[config.mk]
export PLATFORM = sky130hd
export DESIGN_NAME = battery_temp_charge_guard
export DESIGN_NICKNAME = d
export VERILOG_FILES = /design/src/rtl/btcg_pkg.sv /design/src/rtl/battery_temp_charge_guard.sv /design/src/rtl/btcg_front.sv /design/src/rtl/btcg_fifo.sv /design/src/rtl/btcg_back.sv
export SDC_FILE = /design/constraint.sdc
export NUM_CORES = 1
export LEC_CHECK = 0
export ABC_AREA = 1
export BUFFER_PORTS_ARGS = -buffer_cell sky130_fd_sc_hd__buf_4
export CAP_MARGIN = 0
export CORE_MARGIN = 4
export CORE_UTILIZATION = 55
export CTS_CLUSTER_SIZE = 12
export DETAILED_ROUTE_END_ITERATION = 10
export PLACE_DENSITY_LB_ADDON = 0.1
export SLEW_MARGIN = 20
export SYNTH_ARGS = -nofsm -noshare
export SYNTH_HDL_FRONTEND = slang
export SYNTH_SLANG_ARGS = --single-unit
[constraint.sdc]
create_clock -name clk -period 3.6 [get_ports clk]
set_input_delay 0.54 -clock clk [delete_from_list [all_inputs] [get_ports clk]]
set_output_delay 0.54 -clock clk [all_outputs]
set_load 0.02 [all_outputs]
[src/rtl/btcg_pkg.sv]
// Shared types and constants for the battery temperature charge guard.
// Used by every module of the block; depends on nothing else.
package btcg_pkg;

  // Health classes kept by the guard
  typedef enum logic [2:0] {
    H_UNKNOWN = 3'd0,
    H_COLD    = 3'd1,
    H_COOL    = 3'd2,
    H_GOOD    = 3'd3,
    H_WARM    = 3'd4,
    H_HOT     = 3'd5
  } health_t;

  // Charge-current limit codes
  typedef enum logic [2:0] {
    LIM_RELEASED    = 3'd0,
    LIM_BLOCKED     = 3'd1,
    LIM_COOL_ALERT  = 3'd2,
    LIM_COOL_NORMAL = 3'd3,
    LIM_WARM_CHARGE = 3'd4
  } ilim_t;

  // Polling-rate classes
  typedef enum logic [1:0] {
    POLL_UNKNOWN   = 2'd0,
    POLL_NORMAL    = 2'd1,
    POLL_WARNING   = 2'd2,
    POLL_EMERGENCY = 2'd3
  } poll_t;

  localparam int TEMP_W  = 12;
  localparam int MV_W    = 13;
  localparam int NUM_REGS = 8;
  localparam int CFG_IDX_W = 4;

  typedef logic signed [TEMP_W-1:0] thr_t;

  // Threshold register indexes
  localparam logic [CFG_IDX_W-1:0] REG_UP_COOL = 4'd0;
  localparam logic [CFG_IDX_W-1:0] REG_UP_GOOD = 4'd1;
  localparam logic [CFG_IDX_W-1:0] REG_UP_WARM = 4'd2;
  localparam logic [CFG_IDX_W-1:0] REG_UP_HOT  = 4'd3;
  localparam logic [CFG_IDX_W-1:0] REG_DN_WARM = 4'd4;
  localparam logic [CFG_IDX_W-1:0] REG_DN_GOOD = 4'd5;
  localparam logic [CFG_IDX_W-1:0] REG_DN_COOL = 4'd6;
  localparam logic [CFG_IDX_W-1:0] REG_DN_COLD = 4'd7;

  // Threshold reset values, tenths of a degree C, in register order
  localparam thr_t THR_RESET [NUM_REGS] = '{
    12'sd30, 12'sd120, 12'sd450, 12'sd550, 12'sd520, 12'sd430, 12'sd100, 12'sd0
  };

  // Classified item passed from front to back through the queue
  typedef struct packed {
    health_t          health;
    logic             awake;
    logic             updated;
    logic             charging;
    logic [MV_W-1:0]  mv;
  } cls_item_t;

  // Finished result as driven on the output channel
  typedef struct packed {
    poll_t   poll;
    logic    awake;
    logic    float_lim;
    ilim_t   ilim;
    health_t health;
  } result_t;

  // Queue status seen by the back end
  typedef struct packed {
    logic      valid;
    cls_item_t item;
  } q_head_t;

endpackage

[src/rtl/battery_temp_charge_guard.sv]
// Battery temperature charge guard, top level. Uses btcg_pkg, btcg_front,
// btcg_fifo and btcg_back.
// The item is classified and written to the queue at the accept edge, then code
// mapped into the output register once that register is free to load.
// Throughput: 1 sample per cycle while the queue has room (in_tready high).
// Reset (rst_n low, synchronous): health unknown, awake clear, thresholds at
// their defaults, queue and output register empty. Config ready every cycle.
module battery_temp_charge_guard
  import btcg_pkg::*;
#(
  parameter int COOL_ALERT_MV = 4000,
  parameter int Q_DEPTH       = 2
) (
  input  logic                 clk,
  input  logic                 rst_n,
  // sample channel
  input  logic                 in_tvalid,
  output logic                 in_tready,
  input  logic [31:0]          in_tdata,  // temp_decidegc[11:0], battery_mv[24:12],
                                          // is_charging[25], zero pad
  input  logic                 in_tuser,  // reading_valid
  // result channel
  output logic                 out_tvalid,
  input  logic                 out_tready,
  output logic [15:0]          out_tdata, // health_class[2:0], current_limit[5:3],
                                          // float_limited[6], stay_awake[7],
                                          // poll_class[9:8], zero pad
  output logic                 out_tuser, // updated
  // threshold write channel
  input  logic                 cfg_valid,
  output logic                 cfg_ready,
  input  logic [CFG_IDX_W-1:0] cfg_index,
  input  logic [TEMP_W-1:0]    cfg_data
);

  logic      q_full, push, pop;
  cls_item_t push_item;
  q_head_t   head;
  result_t   res;

  assign cfg_ready = 1'b1;

  btcg_front u_front (
    .clk           (clk),
    .rst_n         (rst_n),
    .in_valid      (in_tvalid),
    .q_full        (q_full),
    .reading_valid (in_tuser),
    .temp          (in_tdata[11:0]),
    .mv            (in_tdata[24:12]),
    .charging      (in_tdata[25]),
    .in_ready      (in_tready),
    .cfg_we        (cfg_valid && cfg_ready),
    .cfg_index     (cfg_index),
    .cfg_data      (cfg_data),
    .push          (push),
    .push_item     (push_item)
  );

  btcg_fifo #(.DEPTH(Q_DEPTH)) u_fifo (
    .clk       (clk),
    .rst_n     (rst_n),
    .push      (push),
    .push_item (push_item),
    .pop       (pop),
    .full      (q_full),
    .head      (head)
  );

  btcg_back #(.COOL_ALERT_MV(COOL_ALERT_MV)) u_back (
    .clk         (clk),
    .rst_n       (rst_n),
    .head        (head),
    .pop         (pop),
    .out_valid   (out_tvalid),
    .out_ready   (out_tready),
    .out_res     (res),
    .out_updated (out_tuser)
  );

  // Pack result fields, highest first
  assign out_tdata = {6'b0, res.poll, res.awake, res.float_lim, res.ilim, res.health};

endmodule

[src/rtl/btcg_front.sv]
// Front end: threshold registers, health state and hysteresis classification.
// Depends on btcg_pkg; pushes one classified item per accepted sample.
module btcg_front
  import btcg_pkg::*;
(
  input  logic                 clk,
  input  logic                 rst_n,
  // sample side
  input  logic                 in_valid,
  input  logic                 q_full,
  input  logic                 reading_valid,
  input  logic [TEMP_W-1:0]    temp,
  input  logic [MV_W-1:0]      mv,
  input  logic                 charging,
  output logic                 in_ready,
  // threshold writes
  input  logic                 cfg_we,
  input  logic [CFG_IDX_W-1:0] cfg_index,
  input  logic [TEMP_W-1:0]    cfg_data,
  // queue push
  output logic                 push,
  output cls_item_t            push_item
);

  thr_t    thr_r [NUM_REGS];
  health_t health_r, health_nxt;
  logic    awake_r, awake_nxt;

  health_t cur, h_new;
  thr_t    t_s, lo_cold, lo_cool, lo_warm, lo_hot;
  logic    awake_new;

  assign in_ready = !q_full;
  assign push     = in_valid && in_ready;
  assign t_s      = $signed(temp);

  // Per-state bounds, then fixed-order compares
  always_comb begin
    cur     = (health_r > H_HOT) ? H_UNKNOWN : health_r;
    lo_cold = thr_r[REG_DN_COLD[2:0]];
    lo_cool = thr_r[REG_DN_COOL[2:0]];
    lo_warm = thr_r[REG_UP_WARM[2:0]];
    lo_hot  = thr_r[REG_UP_HOT[2:0]];
    case (cur)
      H_COLD:  lo_cold = thr_r[REG_UP_COOL[2:0]];
      H_COOL:  lo_cool = thr_r[REG_UP_GOOD[2:0]];
      H_WARM:  lo_warm = thr_r[REG_DN_GOOD[2:0]];
      H_HOT:   lo_hot  = thr_r[REG_DN_WARM[2:0]];
      default: ;
    endcase
    if (t_s < lo_cold)      h_new = H_COLD;
    else if (t_s < lo_cool) h_new = H_COOL;
    else if (t_s < lo_warm) h_new = H_GOOD;
    else if (t_s < lo_hot)  h_new = H_WARM;
    else                    h_new = H_HOT;
    awake_new = ((h_new != H_GOOD) && charging) || (h_new == H_HOT);
  end

  // State update and queued item
  always_comb begin
    health_nxt = health_r;
    awake_nxt  = awake_r;
    if (push && reading_valid) begin
      health_nxt = h_new;
      awake_nxt  = awake_new;
    end
    push_item.health   = reading_valid ? h_new : cur;
    push_item.awake    = reading_valid ? awake_new : awake_r;
    push_item.updated  = reading_valid;
    push_item.charging = charging;
    push_item.mv       = mv;
  end

  always_ff @(posedge clk) begin
    if (!rst_n) begin
      health_r <= H_UNKNOWN;
      awake_r  <= 1'b0;
    end else begin
      health_r <= health_nxt;
      awake_r  <= awake_nxt;
    end
  end

  // Threshold registers; indexes past the list are dropped
  always_ff @(posedge clk) begin
    if (!rst_n) begin
      for (int i = 0; i < NUM_REGS; i++) begin
        thr_r[i] <= THR_RESET[i];
      end
    end else if (cfg_we && (cfg_index < CFG_IDX_W'(NUM_REGS))) begin
      thr_r[cfg_index[2:0]] <= $signed(cfg_data);
    end
  end

endmodule

[src/rtl/btcg_fifo.sv]
// Short queue between classification front end and result back end.
// Depends on btcg_pkg for the item type.
module btcg_fifo
  import btcg_pkg::*;
#(
  parameter int DEPTH = 2
) (
  input  logic      clk,
  input  logic      rst_n,
  input  logic      push,
  input  cls_item_t push_item,
  input  logic      pop,
  output logic      full,
  output q_head_t   head
);

  localparam int PTR_W = (DEPTH > 1) ? $clog2(DEPTH) : 1;
  localparam int CNT_W = $clog2(DEPTH + 1);

  cls_item_t        mem_r [DEPTH];
  logic [PTR_W-1:0] wr_ptr_r, wr_ptr_nxt, rd_ptr_r, rd_ptr_nxt;
  logic [CNT_W-1:0] cnt_r, cnt_nxt;
  logic             do_pop;

  function automatic logic [PTR_W-1:0] ptr_inc(input logic [PTR_W-1:0] p);
    ptr_inc = (p == PTR_W'(DEPTH - 1)) ? '0 : p + PTR_W'(1);
  endfunction

  assign full       = (cnt_r == CNT_W'(DEPTH));
  assign head.valid = (cnt_r != '0);
  assign head.item  = mem_r[rd_ptr_r];
  assign do_pop     = pop && head.valid;

  // Pointer and count bookkeeping
  always_comb begin
    wr_ptr_nxt = push   ? ptr_inc(wr_ptr_r) : wr_ptr_r;
    rd_ptr_nxt = do_pop ? ptr_inc(rd_ptr_r) : rd_ptr_r;
    cnt_nxt    = cnt_r;
    if (push && !do_pop)      cnt_nxt = cnt_r + CNT_W'(1);
    else if (!push && do_pop) cnt_nxt = cnt_r - CNT_W'(1);
  end

  always_ff @(posedge clk) begin
    if (!rst_n) begin
      wr_ptr_r <= '0;
      rd_ptr_r <= '0;
      cnt_r    <= '0;
    end else begin
      wr_ptr_r <= wr_ptr_nxt;
      rd_ptr_r <= rd_ptr_nxt;
      cnt_r    <= cnt_nxt;
    end
  end

  // Entry storage
  always_ff @(posedge clk) begin
    if (push) begin
      mem_r[wr_ptr_r] <= push_item;
    end
  end

endmodule

[src/rtl/btcg_back.sv]
// Back end: maps a classified item to limit, float, awake and poll codes
// and holds it in the output register. Depends on btcg_pkg.
module btcg_back
  import btcg_pkg::*;
#(
  parameter int COOL_ALERT_MV = 4000
) (
  input  logic    clk,
  input  logic    rst_n,
  input  q_head_t head,
  output logic    pop,
  output logic    out_valid,
  input  logic    out_ready,
  output result_t out_res,
  output logic    out_updated
);

  localparam logic [MV_W-1:0] ALERT_MV = MV_W'(COOL_ALERT_MV);

  logic    out_valid_r, out_valid_nxt;
  result_t res_r, res_nxt;
  logic    upd_r;
  logic    load;

  assign load = !out_valid_r || out_ready;
  assign pop  = load && head.valid;

  // Code mapping
  always_comb begin
    res_nxt.health    = head.item.health;
    res_nxt.awake     = head.item.awake;
    res_nxt.ilim      = LIM_RELEASED;
    res_nxt.float_lim = 1'b0;
    if (head.item.updated && head.item.charging) begin
      case (head.item.health)
        H_COOL:        res_nxt.ilim = (head.item.mv >= ALERT_MV) ? LIM_COOL_ALERT
                                                                 : LIM_COOL_NORMAL;
        H_WARM:        res_nxt.ilim = LIM_WARM_CHARGE;
        H_HOT, H_COLD: res_nxt.ilim = LIM_BLOCKED;
        default:       res_nxt.ilim = LIM_RELEASED;
      endcase
      res_nxt.float_lim = (head.item.health == H_WARM) || (head.item.health == H_HOT);
    end
    case (head.item.health)
      H_HOT, H_COLD:  res_nxt.poll = POLL_EMERGENCY;
      H_WARM, H_COOL: res_nxt.poll = POLL_WARNING;
      H_GOOD:         res_nxt.poll = POLL_NORMAL;
      default:        res_nxt.poll = POLL_UNKNOWN;
    endcase
    out_valid_nxt = load ? head.valid : out_valid_r;
  end

  always_ff @(posedge clk) begin
    if (!rst_n) begin
      out_valid_r <= 1'b0;
    end else begin
      out_valid_r <= out_valid_nxt;
    end
  end

  // Output payload, no reset needed
  always_ff @(posedge clk) begin
    if (pop) begin
      res_r <= res_nxt;
      upd_r <= head.item.updated;
    end
  end

  assign out_valid   = out_valid_r;
  assign out_res     = res_r;
  assign out_updated = upd_r;

endmodule

==> results.json <==
{
  "combPwrFrac": 0.204,
  "cts-resized-gates": 0,
  "cp_max_fo": 9,
  "die_h_um": 121,
  "worstSetupPathType": "flip-flop to flip-flop",
  "h-tree-depth": 4,
  "syn_inst": 637,
  "root_buffer": "clkbuf_16",
  "p_total_w": 0.00479,
  "core_area_um2": 12200,
  "syn_avg_cell_area_um2": 11.0,
  "pin_count": 74,
  "dp_slack_ns": 0.594,
  "tns_ns": 0,
  "ant_nets": 0,
  "relSlewSlack": 0.503,
  "clock_latency_ns": 0.42,
  "p_leak_nw": 3.72,
  "grt_pass1_wl_um": 23700,
  "synth-seq-cells": 145,
  "synth_flop_cell": "edfxtp_1",
  "cap_violations": 0,
  "start_util": 0.571,
  "cts_buffers": 17,
  "rsz0062_at_grt": "no",
  "portBuffers": 55,
  "worstHoldPathType": "input port to flip-flop",
  "worst_pin_slew_ns": 0.744,
  "worstRegToRegCells": 16,
  "cellInternalPower_w": 0.00346,
  "synth-edff-count": 135,
  "ir_drop_v": 0.000302,
  "power_density_nw_per_um2": 588,
  "grt_pass1_vias": 4799,
  "yosysMostFrequentCell": "edfxtp_1",
  "critPathArrivalTime_ns": 3.20,
  "crit_path_frequent_cell": "nand2_1",
  "cts_tree": "done",
  "crit_chain": "inv_2, nand3_1, mux2i_1, ha_1, a21oi_1, o21ai_0, nand3_1, nand2_1, a21oi_1, nand2_1, nand2_1, nand2_1, o21ai_1, nand2_1, nand2_1, o21ai_1",
  "swShare": 0.278,
  "routed_wl_um": 14800,
  "first_pass_iters": 5,
  "nFillCells": 973,
  "layout.nets": 809,
  "slowest_delay_ns": 0.47,
  "drc_errors": 0,
  "finClkSkew_ns": 0.00524,
  "hold_viol": 0,
  "die_x_um": 121,
  "critPathBufInv": 1,
  "final_cells": 890,
  "min_period_ns": 3.04,
  "setup_ws_ns": 0.559,
  "routabilityCongestion": 0.847,
  "clockPowerShare": 0.343,
  "yosys.area.top_type_share": 0.581,
  "hold_buffers": 0,
  "required_ns": 3.76,
  "async_flop_share": 0,
  "clockBufferDepth": 2,
  "timing.hold.ws_ns": 0.310,
  "grt_max_degree": 18,
  "num_vias": 4661,
  "rows": 40,
  "p_seq_frac": 0.453,
  "hpwl_um": 10700,
  "diodes": 0,
  "clock-sinks": 145,
  "synthDistinctLibCells": 30,
  "dp.cells": 859,
  "p_sw_w": 0.00133,
  "dieArea_um2": 14600,
  "max_freq_mhz": 329,
  "viasPerCell": 5.24,
  "min_path_cells": 1,
  "grt_usage": 0.220,
  "maxSlewViolCount": 0,
  "cp_slowest_cell": "nand3_1",
  "wl_per_cell_um": 16.6,
  "status": "complete, no violations",
  "synth.area.top_cells": "edfxtp_1 58%, ha_1 8.1%, nand2_1 6.7%, mux2i_1 6.3%, nor2_1 4.8%",
  "drt_iter0_drc": 370,
  "ys_warn_count": 0,
  "seq_area_frac_synth": 0.610,
  "grt_antenna_before_repair": 0,
  "fin_crit_sh": 0.845,
  "start_kind": "flip-flop",
  "area_growth_pct": 16.8,
  "cp_top_family": "simple AND/OR/NAND/NOR gates",
  "gr-total-overflow": 0,
  "synthTopCellsByCount": "135 x edfxtp_1, 124 x nand2_1, 89 x nor2_1, 62 x inv_1, 45 x ha_1",
  "drive_gt1_frac": 0.145,
  "netlist_area_um2": 6980,
  "cts_setup_buffers": 0,
  "end_kind": "flip-flop",
  "yosysTopAreaCell": "edfxtp_1",
  "setup_viol": 0,
  "clkSlewWorstSetupHoldPaths_ns": 0.06,
  "cp.depth": 16
}
==> final timing paths <==
| kind | slack [ns] | endpoint | startpoint |
|---|---|---|---|
| max | 0.56 | u_fifo.mem_r[0][16] | u_front.health_r[0] |
| min | 0.31 | u_fifo.mem_r[1][5] | in_tdata[17] |
| max reg2reg | 0.56 | u_fifo.mem_r[0][16] | u_front.health_r[0] |
| min reg2reg | 0.46 | u_fifo.rd_ptr_r | u_fifo.rd_ptr_r |
==> metrics by stage <==
| step | area, µm² | utilization |
|---|---|---|
| after global routing | 8150 | 0.668 |
| final | 8150 | 0.668 |
| after detailed placement | 7600 | 0.622 |
| after CTS | 8150 | 0.667 |
| after global placement | 7600 | 0.622 |
| after floorplan | 7000 | - |
==> layer usage <==
metal | part of all wire | vias up | global-route usage | routed length (µm)
met1 | 0.39 | 2186 | 0.255 | 5800
met5 | 0 | - | 0 | 0
li1 | - | 2322 | - | -
met2 | 0.51 | 122 | 0.389 | 7610
met3 | 0.056 | 31 | 0.0440 | 834
met4 | 0.038 | 0 | 0.104 | 556
==> power by group through the flow <==
stage          clock network, W  registers [W]  logic [W]
4_1_cts                 0.00166        0.00217   0.000984
5_1_grt                 0.00176        0.00219    0.00111
2_1_floorplan                 0        0.00228   0.000567
6_report                0.00164        0.00217   0.000978
3_3_place_gp                  0        0.00220   0.000954
3_5_place_dp                  0        0.00221   0.000977
==> final cells by class <==
cell class | instances | area [µm²] | area share
Multi-Input combinational cell | 410 | 2390 | 0.293
Tap cell | 168 | 210 | 0.0258
Inverter | 72 | 270 | 0.0331
Timing Repair Buffer | 64 | 480 | 0.0589
Clock buffer | 18 | 429 | 0.0526
Clock inverter | 13 | 120 | 0.0147
Sequential cell | 145 | 4250 | 0.522
==> state kept, by name (all words and copies together) (netlist names), 2 cells and up, named ones only <==
| signal | count |
|---|---|
| u_front.thr_r | 96 |
| u_fifo.cnt_r | 2 |
| u_back.out_res | 10 |
| u_front.health_r | 3 |
| u_fifo.mem_r | 28 |
==> cells in the final DEF, fill, tap and decap left out, drive strengths merged <==
master    instances
or2               3
edfxtp          135
nand3            25
o211a             3
nand2           124
conb              7
nand4             2
nand3b            2
buf              64
o21ai            23
nor2             91
o21a              1
a21oi            31
o22ai             1
a41oi             2
clkinv           11
clkbuf           18
inv              70
mux2i            44
clkinvlp          2
bufinv            2
ha               45
dfxtp            10
nor3              6
==> cell families after synthesis <==
family / Yosys count / synth area share
other: 2 / 0.00108
AO/OA/AOI/OAI: 61 / 0.0481
flip-flops: 145 / 0.610
buffers and inverters: 87 / 0.0515
AND/OR/NAND/NOR: 253 / 0.146
adder cells (fa/ha/maj): 45 / 0.0807
multiplexers: 44 / 0.0631
Note: power is estimated with default switching activity, not from simulation.
